`src/design/jdmsl_pkg.sv`:
```
// Shared constants, register map and slew-step function for the joystick drive mixer.
package jdmsl_pkg;

  localparam int unsigned LimW   = 7;
  localparam int unsigned StepW  = 8;
  localparam int unsigned DrvW   = 8;
  localparam int unsigned ProdW  = 16;
  localparam int unsigned NumW   = 25;
  localparam int unsigned QuoW   = 8;
  localparam int unsigned DivInW = 15;
  localparam int unsigned MulW   = 30;

  // Targets are numerators over 127*256; rounding adds half the denominator.
  localparam logic [23:0] MixHalf = 24'd16256;
  // floor(v / 127) == (v * 16514) >> 21 for every v up to 16512; the rounded
  // magnitude divided by 256 never exceeds 16319.
  localparam logic [DivInW-1:0] Recip127 = 15'd16514;
  localparam int unsigned RecipShift = 21;

  localparam int unsigned AddrW = 4;
  localparam int unsigned DataW = 32;

  typedef enum logic [1:0] {
    REG_FWD_LIMIT  = 2'd0,
    REG_BWD_LIMIT  = 2'd1,
    REG_RISE_STEP  = 2'd2,
    REG_FALL_STEP  = 2'd3
  } reg_idx_e;

  localparam logic [LimW-1:0]  FwdLimitRst = 7'd127;
  localparam logic [LimW-1:0]  BwdLimitRst = 7'd127;
  localparam logic [StepW-1:0] RiseStepRst = 8'd10;
  localparam logic [StepW-1:0] FallStepRst = 8'd10;

  // Move present drive c toward target t, never past it.
  function automatic logic signed [DrvW-1:0] slew_step(
    input logic signed [DrvW-1:0] c,
    input logic signed [DrvW-1:0] t,
    input logic [StepW-1:0]       rise,
    input logic [StepW-1:0]       fall
  );
    logic signed [10:0] cw, tw, err, adj, nv, mag, fw, rw;
    cw  = 11'(c);
    tw  = 11'(t);
    fw  = $signed({3'b000, fall});
    rw  = $signed({3'b000, rise});
    err = tw - cw;
    adj = '0;
    mag = '0;
    if (err == 11'sd0) begin
      nv = tw;
    end else begin
      if ((cw > 11'sd0 && err < 11'sd0) || (cw < 11'sd0 && err > 11'sd0)) begin
        // shrinking toward zero: snap to zero once within one fall step
        mag = (cw < 11'sd0) ? -cw : cw;
        adj = (mag <= fw) ? -cw : ((err < 11'sd0) ? -fw : fw);
      end else begin
        mag = (err < 11'sd0) ? -err : err;
        if (mag > rw) begin
          mag = rw;
        end
        adj = (err < 11'sd0) ? -mag : mag;
      end
      nv = cw + adj;
      if ((adj > 11'sd0 && nv > tw) || (adj < 11'sd0 && nv < tw)) begin
        nv = tw;
      end
    end
    return nv[DrvW-1:0];
  endfunction

endpackage

```
`src/design/joystick_drive_mixer_slew_limit.sv`:
```
// Joystick differential-drive mixer with slew limiting, six-stage pipeline.
//
// Each input beat carries a joystick sample and the present left and right wheel
// drives; one output beat carries the new left and right drives. The pipeline takes
// one beat per cycle while the output side is not stalled: stage 1 multiplies the
// axes by the selected limit, stage 2 forms the quadrant mix, stage 3 takes the
// magnitude, adds the rounding half and divides by 256, stage 4 divides by 127
// through a reciprocal multiplier, stage 5 applies sign and clamps to
// [-backward_limit, forward_limit], stage 6 slews each wheel and holds the result
// for the output. Limits and steps are set through the APB port at byte addresses
// 0, 4, 8 and 12; write them only while the pipeline is empty.
module joystick_drive_mixer_slew_limit
  import jdmsl_pkg::*;
(
  input  logic              clk_i,
  input  logic              rst_ni,
  input  logic              s_axis_tvalid,
  output logic              s_axis_tready,
  input  logic [31:0]       s_axis_tdata,   // joy_x, joy_y, now_left, now_right
  output logic              m_axis_tvalid,
  input  logic              m_axis_tready,
  output logic [15:0]       m_axis_tdata,   // left_drive, right_drive
  input  logic              psel,
  input  logic              penable,
  input  logic              pwrite,
  input  logic [AddrW-1:0]  paddr,
  input  logic [DataW-1:0]  pwdata,
  output logic [DataW-1:0]  prdata,
  output logic              pready
);

  typedef enum logic [2:0] {
    Q_FWD_XPOS,
    Q_FWD_XNEG,
    Q_REV_XPOS,
    Q_REV_XNEG,
    Q_SPIN
  } quad_e;

  // configuration registers
  logic [LimW-1:0]  fwd_lim_q, bwd_lim_q;
  logic [StepW-1:0] rise_q, fall_q;
  reg_idx_e         reg_idx;

  assign reg_idx = reg_idx_e'(paddr[3:2]);
  assign pready  = 1'b1;

  always_ff @(posedge clk_i or negedge rst_ni) begin
    if (!rst_ni) begin
      fwd_lim_q <= FwdLimitRst;
      bwd_lim_q <= BwdLimitRst;
      rise_q    <= RiseStepRst;
      fall_q    <= FallStepRst;
    end else if (psel && penable && pwrite) begin
      case (reg_idx)
        REG_FWD_LIMIT: fwd_lim_q <= pwdata[LimW-1:0];
        REG_BWD_LIMIT: bwd_lim_q <= pwdata[LimW-1:0];
        REG_RISE_STEP: rise_q    <= pwdata[StepW-1:0];
        REG_FALL_STEP: fall_q    <= pwdata[StepW-1:0];
        default: ;
      endcase
    end
  end

  always_comb begin
    case (reg_idx)
      REG_FWD_LIMIT: prdata = DataW'(fwd_lim_q);
      REG_BWD_LIMIT: prdata = DataW'(bwd_lim_q);
      REG_RISE_STEP: prdata = DataW'(rise_q);
      REG_FALL_STEP: prdata = DataW'(fall_q);
      default:       prdata = '0;
    endcase
  end

  // stage handshake: a stage loads when it is empty or its successor loads
  logic v1_q, v2_q, v3_q, v4_q, v5_q, v6_q;
  logic rdy1, rdy2, rdy3, rdy4, rdy5, rdy6;

  assign rdy6 = !v6_q || m_axis_tready;
  assign rdy5 = !v5_q || rdy6;
  assign rdy4 = !v4_q || rdy5;
  assign rdy3 = !v3_q || rdy4;
  assign rdy2 = !v2_q || rdy3;
  assign rdy1 = !v1_q || rdy2;

  assign s_axis_tready = rdy1;
  assign m_axis_tvalid = v6_q;

  always_ff @(posedge clk_i or negedge rst_ni) begin
    if (!rst_ni) begin
      v1_q <= 1'b0;
      v2_q <= 1'b0;
      v3_q <= 1'b0;
      v4_q <= 1'b0;
      v5_q <= 1'b0;
      v6_q <= 1'b0;
    end else begin
      if (rdy1) v1_q <= s_axis_tvalid;
      if (rdy2) v2_q <= v1_q;
      if (rdy3) v3_q <= v2_q;
      if (rdy4) v4_q <= v3_q;
      if (rdy5) v5_q <= v4_q;
      if (rdy6) v6_q <= v5_q;
    end
  end

  // stage 1: quadrant and axis products
  logic signed [DrvW-1:0]  joy_x, joy_y;
  logic [LimW-1:0]         lim_sel;
  quad_e                   quad_d, quad1_q, quad2_q;
  logic signed [ProdW-1:0] py_d, px_d, py1_q, px1_q;
  logic signed [DrvW-1:0]  cl1_q, cr1_q, cl2_q, cr2_q, cl3_q, cr3_q;
  logic signed [DrvW-1:0]  cl4_q, cr4_q, cl5_q, cr5_q;

  assign joy_x = $signed(s_axis_tdata[7:0]);
  assign joy_y = $signed(s_axis_tdata[15:8]);

  always_comb begin
    if (joy_y > 8'sd0) begin
      quad_d = (joy_x < 8'sd0) ? Q_FWD_XNEG : Q_FWD_XPOS;
    end else if (joy_y < 8'sd0) begin
      quad_d = (joy_x < 8'sd0) ? Q_REV_XNEG : Q_REV_XPOS;
    end else begin
      quad_d = Q_SPIN;
    end
    lim_sel = (joy_y < 8'sd0) ? bwd_lim_q : fwd_lim_q;
    py_d    = ProdW'(joy_y) * $signed({9'd0, lim_sel});
    px_d    = ProdW'(joy_x) * $signed({9'd0, lim_sel});
  end

  always_ff @(posedge clk_i) begin
    if (rdy1) begin
      quad1_q <= quad_d;
      py1_q   <= py_d;
      px1_q   <= px_d;
      cl1_q   <= $signed(s_axis_tdata[23:16]);
      cr1_q   <= $signed(s_axis_tdata[31:24]);
    end
  end

  // stage 2: numerators over 127*256
  logic signed [NumW-1:0] ey, ex, y256, y254, x128, x127, nl_d, nr_d, nl2_q, nr2_q;

  always_comb begin
    ey   = NumW'(py1_q);
    ex   = NumW'(px1_q);
    y256 = ey <<< 8;
    y254 = (ey <<< 8) - (ey <<< 1);
    x128 = ex <<< 7;
    x127 = (ex <<< 7) - ex;
    case (quad1_q)
      Q_FWD_XPOS: begin nl_d = y256;        nr_d = y256 - x128; end
      Q_FWD_XNEG: begin nl_d = y256 + x127; nr_d = y256;        end
      Q_REV_XPOS: begin nl_d = y254;        nr_d = y254 + x128; end
      Q_REV_XNEG: begin nl_d = y254 - x127; nr_d = y254;        end
      default:    begin nl_d = ex <<< 8;    nr_d = -(ex <<< 8); end
    endcase
  end

  always_ff @(posedge clk_i) begin
    if (rdy2) begin
      nl2_q <= nl_d;
      nr2_q <= nr_d;
      cl2_q <= cl1_q;
      cr2_q <= cr1_q;
    end
  end

  // stage 3: magnitude plus rounding half, pre-divided by 256
  logic [NumW-1:0]   ml, mr;
  logic [23:0]       al, ar;
  logic [DivInW-1:0] dl3_q, dr3_q;
  logic              sl3_q, sr3_q;

  always_comb begin
    ml = nl2_q[NumW-1] ? NumW'(-nl2_q) : NumW'(nl2_q);
    mr = nr2_q[NumW-1] ? NumW'(-nr2_q) : NumW'(nr2_q);
    al = ml[23:0] + MixHalf;
    ar = mr[23:0] + MixHalf;
  end

  always_ff @(posedge clk_i) begin
    if (rdy3) begin
      dl3_q <= al[22:8];
      dr3_q <= ar[22:8];
      sl3_q <= nl2_q[NumW-1];
      sr3_q <= nr2_q[NumW-1];
      cl3_q <= cl2_q;
      cr3_q <= cr2_q;
    end
  end

  // stage 4: divide by 127 through the reciprocal
  logic [MulW-1:0] pl, pr;
  logic [QuoW-1:0] ql4_q, qr4_q;
  logic            sl4_q, sr4_q;

  always_comb begin
    pl = MulW'(dl3_q) * MulW'(Recip127);
    pr = MulW'(dr3_q) * MulW'(Recip127);
  end

  always_ff @(posedge clk_i) begin
    if (rdy4) begin
      ql4_q <= pl[RecipShift+QuoW-1:RecipShift];
      qr4_q <= pr[RecipShift+QuoW-1:RecipShift];
      sl4_q <= sl3_q;
      sr4_q <= sr3_q;
      cl4_q <= cl3_q;
      cr4_q <= cr3_q;
    end
  end

  // stage 5: apply sign and clamp to [-backward_limit, forward_limit]
  logic signed [9:0]      tl, tr, hi, lo, tlc, trc;
  logic signed [DrvW-1:0] tl5_q, tr5_q;

  always_comb begin
    tl = sl4_q ? -$signed({2'b00, ql4_q}) : $signed({2'b00, ql4_q});
    tr = sr4_q ? -$signed({2'b00, qr4_q}) : $signed({2'b00, qr4_q});
    hi = $signed({3'b000, fwd_lim_q});
    lo = -$signed({3'b000, bwd_lim_q});
    tlc = (tl > hi) ? hi : ((tl < lo) ? lo : tl);
    trc = (tr > hi) ? hi : ((tr < lo) ? lo : tr);
  end

  always_ff @(posedge clk_i) begin
    if (rdy5) begin
      tl5_q <= tlc[DrvW-1:0];
      tr5_q <= trc[DrvW-1:0];
      cl5_q <= cl4_q;
      cr5_q <= cr4_q;
    end
  end

  // stage 6: slew each wheel and hold for the output beat
  logic signed [DrvW-1:0] left_q, right_q;

  always_ff @(posedge clk_i) begin
    if (rdy6) begin
      left_q  <= slew_step(cl5_q, tl5_q, rise_q, fall_q);
      right_q <= slew_step(cr5_q, tr5_q, rise_q, fall_q);
    end
  end

  assign m_axis_tdata = {right_q, left_q};

endmodule
```
`config.mk`:
```
export PLATFORM = sky130hd
export DESIGN_NAME = joystick_drive_mixer_slew_limit
export DESIGN_NICKNAME = d
export VERILOG_FILES = /design/src/design/jdmsl_pkg.sv /design/src/design/joystick_drive_mixer_slew_limit.sv
export SDC_FILE = /design/constraint.sdc
export NUM_CORES = 1
export LEC_CHECK = 0
export BUFFER_PORTS_ARGS = -buffer_cell sky130_fd_sc_hd__buf_2
export CAP_MARGIN = 20
export CORE_MARGIN = 2
export CORE_UTILIZATION = 60
export DETAILED_ROUTE_END_ITERATION = 8
export PLACE_DENSITY = 0.84
export REMOVE_ABC_BUFFERS = 1
export SLEW_MARGIN = 25
export SYNTH_ARGS = -nofsm -noshare
export SYNTH_HDL_FRONTEND = slang
export SYNTH_SLANG_ARGS = --single-unit
```
`constraint.sdc`:
```
create_clock -name clk_i -period 11.3 [get_ports clk_i]
set_clock_uncertainty 0.2 [all_clocks]
set_input_delay 0 -clock clk_i [delete_from_list [all_inputs] [get_ports clk_i]]
set_output_delay 0 -clock clk_i [all_outputs]
set_load 0.005 [all_outputs]
```
==> flow_summary.yaml, run 1 <==
outcome:
  status: "finished, final reports clean"
layout:
  drive_gt1_share_pct: 7.35
  area_growth_pct: 9.05
  mostFrequentLayoutCell: "ha_1"
  n_antenna_cell: 0
  utilization_pct: 66.1
  finalNetCount: 3978
  final_cell_mix: "ha_1, inv_1, edfxtp_1"
setup_path:
  r2r_slack_ns: 2.18
  worst-path-max-fanout: 8
  crit_slowest_cell: "o41ai_2"
  cpPeakStageDelay_ns: 0.53
  crit_arrival_ns: 9.20
  crit_top_cell: "a21oi_1"
  end_kind: "flip-flop"
  critPathKind: "flip-flop to flip-flop"
  cp-start-kind: "flip-flop"
  crit_required_ns: 11.39
timing:
  rsz0062_at_grt: "no"
  layout_setup_ws_ns: 2.18
  drv_slew: 0
  fin_crit_ns: 9.12
  setup_viol: 0
  finalCritPeriodShare_pct: 80.7
  tightest_slew_ns: 0.992
  setup_tns_ns: 0
  hold_violations: 0
  finalHoldWorstSlack_ns: 0.0226
  maxSlewHeadroom_pct: 33.8
  fmax_mhz: 110
detailed_routing:
  viasPerCell: 6.06
  drt_iter0_drc: 2071
  ant_nets: 0
  routed_wl_mm: 76.2
  wl_per_cell_um: 18.7
  drc: 0
  dr.pass1.iters: 6
  vias: 24700
placed_design:
  place_congestion: 0.991
  preCtsSetupSlack_ns: 2.39
  portBuffers: 74
  place.detailed.hpwl_mm: 57.9
die:
  rows: 82
  die_h_um: 229
  die_area_mm2: 0.0524
  die_w_um: 229
  core-area_mm2: 0.0501
  start_util_pct: 60.7
  ioPinCount: 126
logic_synthesis:
  syn_area_per_cell_um2: 9.28
  yosysWarnings: 0
  syn_inst: 3271
  synth_area_mm2: 0.0304
  synth_edf_count: 244
  synth_ff_type: "edfxtp_1"
  synth.distinct_cells: 86
  async_reset_ff_share_pct: 12.9
  synth-seq-area-share_pct: 27.2
  ys_seq_elements: 280
min_path:
  worst_hold_path_type: "input pin to flip-flop"
global_routing:
  grt_max_degree: 92
  grt.total_usage_pct: 29.1
  grt_pass1_wl_mm: 124
  met3_usage_pct: 4.10
  grt_use_met1_pct: 35.6
  met2_usage_pct: 50.3
  grt_busiest_layer: "met2"
  grt_pass1_vias: 24600
  antenna_found_initial: 1
  overflow: 0
clocking:
  ctsHtreeMaxLevel: 2
  clk_latency_ns: 0.54
  cts_made_buffers: 34
  cts_tree: "built"
  cts_resized: 0
  clk_pin_slew_ns: 0.06
  post_cts_buffers: 0
  cts_sinks: 280
  cts_buffer_depth: 3
  cts_root_buf: "clkbuf_16"
flow_run:
  drv_cap: 0
-- metal layers --
| metal | vias up | share of wire [%] |
|---|---|---|
| met5 | - | 0 |
| met4 | 0 | 5.2 |
| met3 | 261 | 6.5 |
| met2 | 999 | 48 |
| met1 | 11600 | 40 |
| li1 | 11800 | - |
-- sequential cells by signal (all words and copies together) (netlist names), 15 cells and up --
signal	count
px1_q	16
dr3_q	15
py1_q	16
dl3_q	15
nr2_q	23
nl2_q	24
-- synth_stat cells (all sizes together) (14+ instances only) --
cell,count,area [um2]
ha,427,5340
inv,333,1250
edfxtp,244,7330
nand2,221,830
xnor2,214,1870
nor2,202,758
a21oi,187,940
o21ai,170,851
fa,100,2000
nor2b,98,613
xor2,87,762
clkbuf,81,304
nor3,66,330
a21o,63,473
nand2b,59,369
nand3,54,270
and2,48,300
mux2,40,450
buf,38,243
a31oi,32,215
o21a,32,240
mux2i,30,304
o21bai,29,218
a211oi,26,195
o211ai,26,195
nand4,25,156
or3,25,156
o31ai,23,178
nand3b,20,150
o221ai,20,175
dfrtp,18,450
dfstp,18,473
o22ai,15,100
mux4,14,315
-- repair_timing --
item | CTS | global route
endpoints found under the hold margin | 93 | 0
hold buffers | 74 | 0
endpoints found under the setup margin | 0 | 0
-- worst paths after layout --
check,endpoint,start,cells after the start
worst max-delay path,left_q[4],tl5_q[0],36
worst min-delay path,px1_q[2],s_axis_tdata[2],5
worst max register to register,left_q[4],tl5_q[0],36
worst min register to register,cl4_q[5],cl3_q[5],0
max in group asynchronous,rise_q[6],rst_ni,3
min in group asynchronous,bwd_lim_q[4],rst_ni,2
-- per-stage QoR --
step           cell area, um2  cells
2_1_floorplan           29900   3175
3_3_place_gp            31300   3938
3_5_place_dp            31300   3938
4_1_cts                 33100   4072
5_1_grt                 33100   4072
6_report                33100   4072
-- area by class of cell --
class                   count  area, um2
clock buffers              42        922
clock inverters            18        176
fillers                  4027      17000
inverters                 335       1260
multi-input cells        2560      20400
flip-flops and latches    280       8250
well taps                 672        841
repair buffers            165       1230
-- kinds of logic after synthesis --
group	Yosys count	synth area share (%)
fa+ha+maj	527	24.2
flops	280	27.2
simple gates	886	14.6
compound gates	735	15.8
mux	84	3.52
xor+xnor	303	8.83
buf+inv	454	5.94
other cells	2	0.0247
-- worst max-delay path, delay by kind of cell, from the launching register on --
family / cells / cell delay [ns]
AO/OA/AOI/OAI: 18 / 4.39
XOR/XNOR: 4 / 0.78
adder cells (fa/ha/maj): 5 / 1.77
buffers and inverters: 3 / 0.43
flip-flops: 1 / 0.39
multiplexers: 1 / 0.40
AND/OR/NAND/NOR: 5 / 0.49
Power of run 1 is not shown: default switching activity piles up to over one toggle a cycle in this logic, so the estimate is an artifact.
==> inputs of run 2 (changes only) <==
CORE_UTILIZATION = 58   (was 60)
PLACE_DENSITY = 0.85   (was 0.84)
clock period = 7.45 ns   (was 11.3 ns; I/O delays follow)
==> run 2 against run 1 <==
The run now ends with negative setup slack left. Worst setup slack got worse by 2.4 ns. Sequential share of layout area decreased by 1.2 points. Utilization increased by 1.4 points. Via count increased by 4.2%. Global-route usage increased by 0.31 points. Clock-buffer cell count decreased by 8. Sequential cell count unchanged. Die area increased by 3.4%. Critical path depth decreased by 1. Wire length increased by 5.8%. First-iteration DRC count increased by 4.0%. Worst hold slack improved by 0.0026 ns. Critical path type unchanged. Critical endpoint is now left_q[1]. Highest routed layer unchanged.
==> flow_summary.yaml, run 2 (same netlist as run 1, synthesis figures left out) <==
clocking:
  cts_buffer_depth: 3
  cts_tree: "built"
  cts_root_buf: "clkbuf_16"
  cts_made_buffers: 31
  clk_latency_ns: 0.60
  cts_sinks: 280
  ctsHtreeMaxLevel: 1
  clk_pin_slew_ns: 0.06
timing:
  maxSlewHeadroom_pct: 28.3
  layout_setup_ws_ns: -0.172
  drv_slew: 0
  fmax_mhz: 131
  setup_viol: 8
  fin_crit_ns: 7.62
  hold_violations: 0
  tightest_slew_ns: 1.07
  finalCritPeriodShare_pct: 102
  finalHoldWorstSlack_ns: 0.0252
  rsz0062_at_grt: "yes"
outcome:
  status: "complete, but fails checks"
  violations: "negative setup slack"
layout:
  final_area_mm2: 0.0348
  nFillCells: 3851
  multi_input_area_mm2: 0.0208
  finalNetCount: 4144
  mostFrequentLayoutCell: "ha_1"
  seq_area_mm2: 0.00825
  area_growth_pct: 14.6
  n_antenna_cell: 0
  drive_gt1_share_pct: 13.6
  largest_reg_flops: 24
  regMostFlops: "nl2_q"
  reg.largest.list: "nl2_q (24), nr2_q (23)"
  final_cell_mix: "ha_1, inv_1, edfxtp_1"
detailed_routing:
  ant_nets: 0
  dr.pass1.iters: 6
  routed_wl_mm: 80.6
  viasPerCell: 6.05
  drt_iter0_drc: 2154
  wl_per_cell_um: 19.0
  vias: 25700
  drc: 0
die:
  ioPinCount: 126
  die_area_mm2: 0.0542
  start_util_pct: 59.0
  core-area_mm2: 0.0515
  die_w_um: 233
  rows: 83
  die_h_um: 233
setup_path:
  r2r_slack_ns: -0.17
  r2r_end: "left_q[1]"
  timing.rr.start: "tl5_q[0]"
  crit_required_ns: 7.60
  end_kind: "flip-flop"
  critPathKind: "flip-flop to flip-flop"
  worst-path-max-fanout: 6
  critPathBufInv: 5
  cp-start-kind: "flip-flop"
  crit_slowest_cell: "a221oi_1"
  path_depth: 35
  crit_arrival_ns: 7.77
  path_delay_family: "compound AO/OA/AOI/OAI gates"
  reg2reg_depth: 35
  cpPeakStageDelay_ns: 0.50
global_routing:
  grt_max_degree: 83
  grt.total_usage_pct: 29.4
  grt_pass1_vias: 25300
  grt_pass1_wl_mm: 128
  antenna_found_initial: 1
  overflow: 0
min_path:
  worst_hold_path_type: "input pin to flip-flop"
  worstHoldEndpoint: "fall_q[3]"
  holdPathStages: 3
  hold_start: "pwdata[3]"
placed_design:
  portBuffers: 74
  place.detailed.hpwl_mm: 60.3
  place_congestion: 1.01
  dpl-instance-area_mm2: 0.0322
flow_run:
  drv_cap: 0
[run 2: changes by cell type in the layout (fill, tap and decap cells not counted), moves of 8 or more]
cell,previous run,this run
o21ai_0,167,159
dlygate4sd3_1,73,82
a21oi_2,1,14
a21oi_1,186,172
buf_4,17,172
ha_1,427,418
[run 2: cell type report]
type                            instances  share of cell area (%)
Clock buffer                           34                    2.32
Clock inverter                         24                   0.780
Inverter                              335                    3.62
Multi-Input combinational cell       2560                    59.8
Sequential cell                       280                    23.7
Tap cell                              680                    2.45
Timing Repair Buffer                  334                    7.34
[run 2: through the flow]
step                      utilization (%)  std cells  TNS, ns  setup WS [ns]
final                                67.5       4247    -1.19         -0.172
after global routing                 67.5       4247    -5.53         -0.556
after detailed placement             62.6       4074    -2.57         -0.345
after floorplan                         -       3175   -10.94         -0.857
after CTS                            67.0       4238        0        0.00168
after global placement               62.6       4074    -1.55         -0.214
[run 2: worst min-delay path, stage by stage]
cell and delay [ns]:
dlygate4sd3_1 0.52, buf_2 0.13, mux2_2 0.14
[run 2: per-layer routing]
| layer | track usage, % | part of all wire (%) | vias up |
|---|---|---|---|
| met3 | 3.68 | 6.6 | 282 |
| met2 | 51.6 | 49 | 1087 |
| met1 | 35.2 | 39 | 12200 |
| li1 | - | - | 12100 |
| met5 | 0 | 0 | - |
| met4 | 15.4 | 5.7 | 0 |
[run 2: what timing repair did]
action	4_1_cts	5_1_grt
gates resized for setup	29	66
buffers inserted	23	9
endpoints found under the hold margin	95	0
endpoints found under the setup margin	15	16
hold buffers	83	0
pin swaps	25	47
[run 2: how the worst max path moves through the flow]
stage / from / slack (ns) / to
floorplan: cr5_q[7] / -0.86 / right_q[1]
global placement: tl5_q[0] / -0.21 / left_q[7]
detailed placement: tl5_q[0] / -0.34 / left_q[5]
CTS: tl5_q[0] / 0.002 / left_q[1]
global route: tl5_q[0] / -0.56 / left_q[1]
finish: tl5_q[0] / -0.17 / left_q[1]
Power of run 2 is left out for the same reason.
